File: src/rtl/bmhq_pkg.sv
package bmhq_pkg;

    localparam int HEAP_DEPTH = 256;
    localparam int PRIO_W     = 16;
    localparam int PAYLOAD_W  = 32;
    localparam int COUNT_W    = 9;
    localparam int OP_W       = 2;

    localparam logic [OP_W-1:0] OP_PUSH = 2'd0;
    localparam logic [OP_W-1:0] OP_POP  = 2'd1;
    localparam logic [OP_W-1:0] OP_PEEK = 2'd2;

    typedef logic signed [PRIO_W-1:0] t_prio;

    typedef struct packed {
        t_prio                prio;
        logic [PAYLOAD_W-1:0] payload;
    } t_entry;

    typedef struct packed {
        logic [OP_W-1:0]      op;
        t_prio                key_priority;
        logic [PAYLOAD_W-1:0] payload_tag;
    } t_cmd;

    typedef struct packed {
        t_prio                out_priority;
        logic [PAYLOAD_W-1:0] out_payload;
        logic                 found;
        logic                 push_dropped;
        logic [COUNT_W-1:0]   entry_count;
    } t_result;

    typedef enum logic [3:0] {
        S_IDLE,
        S_UP_RD,
        S_UP_CMP,
        S_ROOT_RD,
        S_ROOT_CAP,
        S_DN_RD,
        S_DN_SEL,
        S_DN_CMP
    } t_state;

endpackage

File: src/rtl/bmhq_cmp.sv
module bmhq_cmp (
    input  bmhq_pkg::t_prio i_a,
    input  bmhq_pkg::t_prio i_b,
    output logic            o_lt
);
    import bmhq_pkg::*;

    // Both operands are signed, so this is a two's complement compare.
    assign o_lt = (i_a < i_b);

endmodule

File: config.mk
export PLATFORM = sky130hd
export DESIGN_NAME = bmhq_cmp
export DESIGN_NICKNAME = d
export VERILOG_FILES = /design/src/rtl/bmhq_pkg.sv /design/src/rtl/bmhq_cmp.sv
export SDC_FILE = /design/constraint.sdc
export NUM_CORES = 1
export LEC_CHECK = 0
export ABC_AREA = 1
export CORE_AREA = 2 2 39 41
export DETAILED_ROUTE_END_ITERATION = 8
export DIE_AREA = 0 0 41 43
export DONT_BUFFER_PORTS = 1
export PLACE_DENSITY = 0.58
export SETUP_SLACK_MARGIN = 0.05
export SLEW_MARGIN = 10
export SYNTH_ARGS = -nofsm -noshare
export SYNTH_HDL_FRONTEND = slang
export SYNTH_SLANG_ARGS = --single-unit
File: constraint.sdc
create_clock -name vclk -period 1.3
set_input_delay 0.13 -clock vclk [all_inputs]
set_output_delay 0.13 -clock vclk [all_outputs]
set_load 0.02 [all_outputs]
==> metrics.yaml, run 1 <==
timing:
  final_max_slew_viol_count: 0
  hold_ws_ps: 677
  max_slew.worst_pin.slew_ps: 159
  setup_viol: 0
  setup_slack_ps: 124
  clock.fmax_ghz: 0.850
  post-route-period-util_pct: 90.5
  setup-tns-final_ps: 0
  finalHoldViolations: 0
  period_needed_ps: 1180
  grt_setup_unrepaired: "yes"
  relSlewSlack_pct: 89.3
global_route:
  antenna_found_initial: 0
  grt_max_degree: 4
  grt-ovfl-total: 0
  grt_pass1_vias: 322
  grt_pass1_wl_um: 1060
  track_usage_pct: 7.79
synth:
  netlist.area_leader.share_pct: 43.7
  synth_area_leaders: "ha_1 44%, inv_1 19%, nand2_1 16%"
  syn_area_um2: 429
  syn_nets: 117
  seq_area_frac_synth_pct: 0
  yosys_warnings: 0
  synthCells: 70
  synth_cell_types: 10
  yosysTopAreaCell: "ha_1"
  syn_avg_cell_area_um2: 6.13
cells_and_area:
  area_growth_pct: 36.7
  fin_nets: 120
  final_util_pct: 42.4
  diodes: 0
  seq_cell_count: 0
  final_cells: 87
  clock_buffers: 0
  regArea_um2: 0
  drive_above_1_share_pct: 32.4
routing:
  dr.pass1.iters: 1
  dr.first_iter.drc_count: 0
  via_count: 409
  postRouteAntennaNets: 0
  routed_wl_um: 788
  via_per_inst: 4.70
  drc: 0
  wl_per_cell_um: 9.06
worst_setup_path:
  startpoint_type: "input pin"
  crit_type: "in -> out"
  critPathBufInv: 2
  critPathMaxStageDelay_ps: 260
  worstPathCellList: "inv_8 > ha_4 > nand2_4 > inv_2 > nand3_2 > nor3_2 > nand2_1 > nand2_1 > nand2_1 > nand2_2"
  crit_slowest_cell: "ha_4"
  endpoint_kind: "primary output"
  cp_data_required_time_ps: 1170
  crit_arrival_ps: 1050
  cp_top_family: "simple AND/OR/NAND/NOR gates"
  cp_common_cell: "nand2_1"
  worstPathMaxFanout: 3
job:
  cap_violations: 0
floorplanning:
  die_width_um: 41
  dieArea_um2: 1760
  fp-row-count: 14
  start_util_pct: 31.0
  core_um2: 1380
  pin_count: 33
  die_y_um: 43
place:
  dp_slack_ps: 36.5
  placedCellCount: 87
  hpwl_um: 685
  gp_congestion: 0.648
  numPortBuffers: 0
clocking:
  cts_hold_buf: 0
  cts_setup_buffers: 0
hold_path:
  hp-class: "in -> out"
run_status:
  outcome: "complete, no violations"
pwr:
  vdd_drop_max_v: 0.0000962
  power.leakage_nw: 0.318
  power.density_nw_per_um2: 302
## where the power goes
group          internal [mW]  switching [mW]
logic                 0.0870          0.0902
clock network              0               0
registers                  0               0
total                 0.0870          0.0902
## layout make-up
| class | instances | area, um^2 |
|---|---|---|
| Timing Repair Buffer | 1 | 7.51 |
| Tap cell | 16 | 20.0 |
| Multi-Input combinational cell | 48 | 467 |
| Fill cell | 141 | 797 |
| Inverter | 22 | 92.6 |
## cell families (layout without fill, tap and decap cells)
family | after synthesis | after routing | synth area share (%)
fa+ha+maj | 15 | 15 | 43.7
compound gates | 9 | 9 | 11.4
buf+inv | 22 | 23 | 19.2
simple gates | 24 | 24 | 25.7
## what timing repair did
item                                    in CTS  in global routing
gates cloned                                 0                  0
endpoints found under the setup margin       1                  1
resized for setup                            1                 24
pin swaps                                    0                 15
## worst paths after layout
| path | from | to | slack (ps) | cells past startpoint |
|---|---|---|---|---|
| min | i_a[15] | o_lt | 680 | 5 |
| max | i_b[15] | o_lt | 120 | 10 |
## cells in the mapped netlist, drive strengths merged
master	instances
ha	15
nor2	2
inv	22
o21ai	2
nand2	18
a21oi	7
nor3	2
nand3	2
## worst min-delay path, stage by stage
cell and delay [ps]:
ha_4 120, buf_4 110, inv_1 30, nand2_1 60
nand2_2 100
## layout by cell type, fill, tap and decap left out
cell type	netlist	layout
o21ai_1	0	2
nand2_1	18	15
inv_1	22	17
nor3_2	2	2
inv_2	0	3
buf_4	0	1
a21oi_1	6	4
inv_4	0	1
nand2_4	0	1
ha_1	15	7
a21oi_2	1	3
nor2_1	2	2
ha_4	0	8
inv_8	0	1
nand3_2	1	1
nand3_1	1	1
nand2_2	0	2
## metal layers
metal / up-vias / track usage [%] / routed length (um)
met3: 0 / 0 / 56
met1: 173 / 9.49 / 318
met4: 0 / 0 / 0
li1: 218 / - / -
met5: - / 0 / 0
met2: 18 / 15.0 / 413
## through the flow
step                      power (mW)  instance area, um^2
final                          0.177                  587
after global routing           0.209                  587
after CTS                      0.135                  459
after detailed placement       0.132                  457
after global placement         0.129                  457
after floorplan                0.109                  429
Note: power is estimated with default switching activity, not from simulation.
==> inputs of run 2 (changes only) <==
Settings changed: ABC_AREA 1 to default, PLACE_DENSITY 0.58 to 0.54.
==> run 2 against run 1 <==
  * The flow now finishes with violations (setup timing)
  * Sequential share of layout area did not move
  * Hold slack got worse by 110 ps
  * Global-route usage grew 2.3 points
  * Critical endpoint unchanged
  * Largest power group unchanged
  * Highest routed layer unchanged
==> metrics.yaml, run 2 <==
cells_and_area:
  multiInputGateArea_um2: 440
  drive_above_1_share_pct: 43.9
  fin_nets: 106
  seq_cell_count: 0
  area_growth_pct: 55.9
  final_cells: 73
  fin_area_um2: 593
  mostFrequentLayoutCells: "12 x inv_1, 11 x ha_1, 7 x buf_4"
  diodes: 0
  fill_cells: 134
  layout_commonest_cell: "inv_1"
  clock_buffers: 0
  regArea_um2: 0
synth:
  synthCells: 50
  netlist.area_leader.share_pct: 49.3
  syn_avg_cell_area_um2: 7.61
  yosysMostFrequentCell: "inv_1"
  synth_fa_ha_area_share_pct: 49.3
  syn_nets: 97
  synth_compound_area_share_pct: 22.0
  seq_area_frac_synth_pct: 0
  synth_area_leaders: "ha_1 49%, inv_1 16%, a2111oi_0 4.6%"
  synth_cell_types: 17
  yosys_warnings: 0
  synth_common_cells: "16 x inv_1, 15 x ha_1"
  synth_xor_area_share_pct: 0
  synthMuxAreaShare_pct: 0
  yosysTopAreaCell: "ha_1"
  synth_top_family_by_area: "adder cells"
  syn_area_um2: 380
  synth-simple-area-share_pct: 12.8
worst_setup_path:
  critPathMaxStageDelay_ps: 310
  worstPathCellList: "inv_1 > ha_1 > a21o_1 > a221oi_2 > o221ai_2 > a22oi_2"
  endpoint_kind: "primary output"
  critPathBufInv: 1
  crit_arrival_ps: 1310
  startpoint_type: "input pin"
  crit_slowest_cell: "a22oi_2"
  cp_data_required_time_ps: 1170
  crit_cells: 6
  cp_top_family: "compound AO/OA/AOI/OAI gates"
  crit_type: "in -> out"
  worstPathMaxFanout: 2
timing:
  clock.fmax_ghz: 0.695
  hold_ws_ps: 565
  post-route-period-util_pct: 111
  period_needed_ps: 1440
  setup_viol: 1
  setup_slack_ps: -139
  relSlewSlack_pct: 79.8
  finalHoldViolations: 0
  max_slew.worst_pin.slew_ps: 304
  final_max_slew_viol_count: 0
  setup-tns-final_ps: -139
  grt_setup_unrepaired: "yes"
floorplanning:
  pin_count: 33
  start_util_pct: 27.5
  die_y_um: 43
  die_width_um: 41
  dieArea_um2: 1760
  fp-row-count: 14
  core_um2: 1380
place:
  dp_slack_ps: -215
  numPortBuffers: 0
  placedCellCount: 72
  gp_congestion: 0.646
  placed_cell_area_um2: 493
  hpwl_um: 719
global_route:
  grt_max_degree: 4
  grt_pass1_wl_um: 1320
  track_usage_pct: 10.1
  antenna_found_initial: 0
  grt_pass1_vias: 381
  grt-ovfl-total: 0
hold_path:
  hp-class: "in -> out"
  min_path_cells: 4
routing:
  dr.pass1.iters: 4
  via_per_inst: 5.14
  drc: 0
  dr.first_iter.drc_count: 1
  wl_per_cell_um: 11.4
  via_count: 375
  routed_wl_um: 834
  postRouteAntennaNets: 0
pwr:
  power.density_nw_per_um2: 324
  vdd_drop_max_v: 0.000125
  power.leakage_nw: 0.294
clocking:
  cts_hold_buf: 0
run_status:
  outcome: "complete, but fails checks"
  failed_checks: "setup timing"
job:
  cap_violations: 0
[run 2: per-stage QoR]
step | total power, mW | utilization (%)
finish | 0.192 | 42.9
global route | 0.219 | 42.9
CTS | 0.167 | 39.6
detailed placement | 0.152 | 35.6
global placement | 0.149 | 35.6
floorplan | 0.109 | -
[run 2: kinds of logic (layout without fill, tap and decap cells)]
logic type                 after synthesis  after routing
buffers and inverters                   16             23
adders and majority gates               15             15
AOI/OAI and AO/OA                       11             11
and+or+nand+nor                          8              8
[run 2: layout make-up]
type / instances / share of cell area [%]
multi-input cells: 34 / 74.3
inverters: 16 / 13.5
well taps: 16 / 3.38
repair buffers: 7 / 8.86
[run 2: worst paths after layout]
kind	slack [ps]	start	endpoint
max	-140	i_b[5]	o_lt
min	570	i_a[14]	o_lt
[run 2: timing repair]
item,4_1_cts,5_1_grt
buffers inserted,0,1
pin swaps,7,6
setup endpoints to repair,1,1
gates resized for setup,13,9
[run 2: layer usage]
layer  vias up  GRT usage (%)  part of all wire, %
met4         0              0                    0
met1       163           12.3                   43
met5         -              0                    0
met2        19           19.4                   50
met3         0              0                  6.2
li1        193              -                    -
[run 2: power breakdown]
part           internal, mW  switching, mW  leakage (nW)
Clock                     0              0             0
Sequential                0              0             0
Combinational         0.105         0.0872         0.294
[run 2: tightest hold or removal path, stage by stage]
cell	delay, ps
ha_4	110
a2111oi_4	50
o31ai_4	50
a22oi_2	100
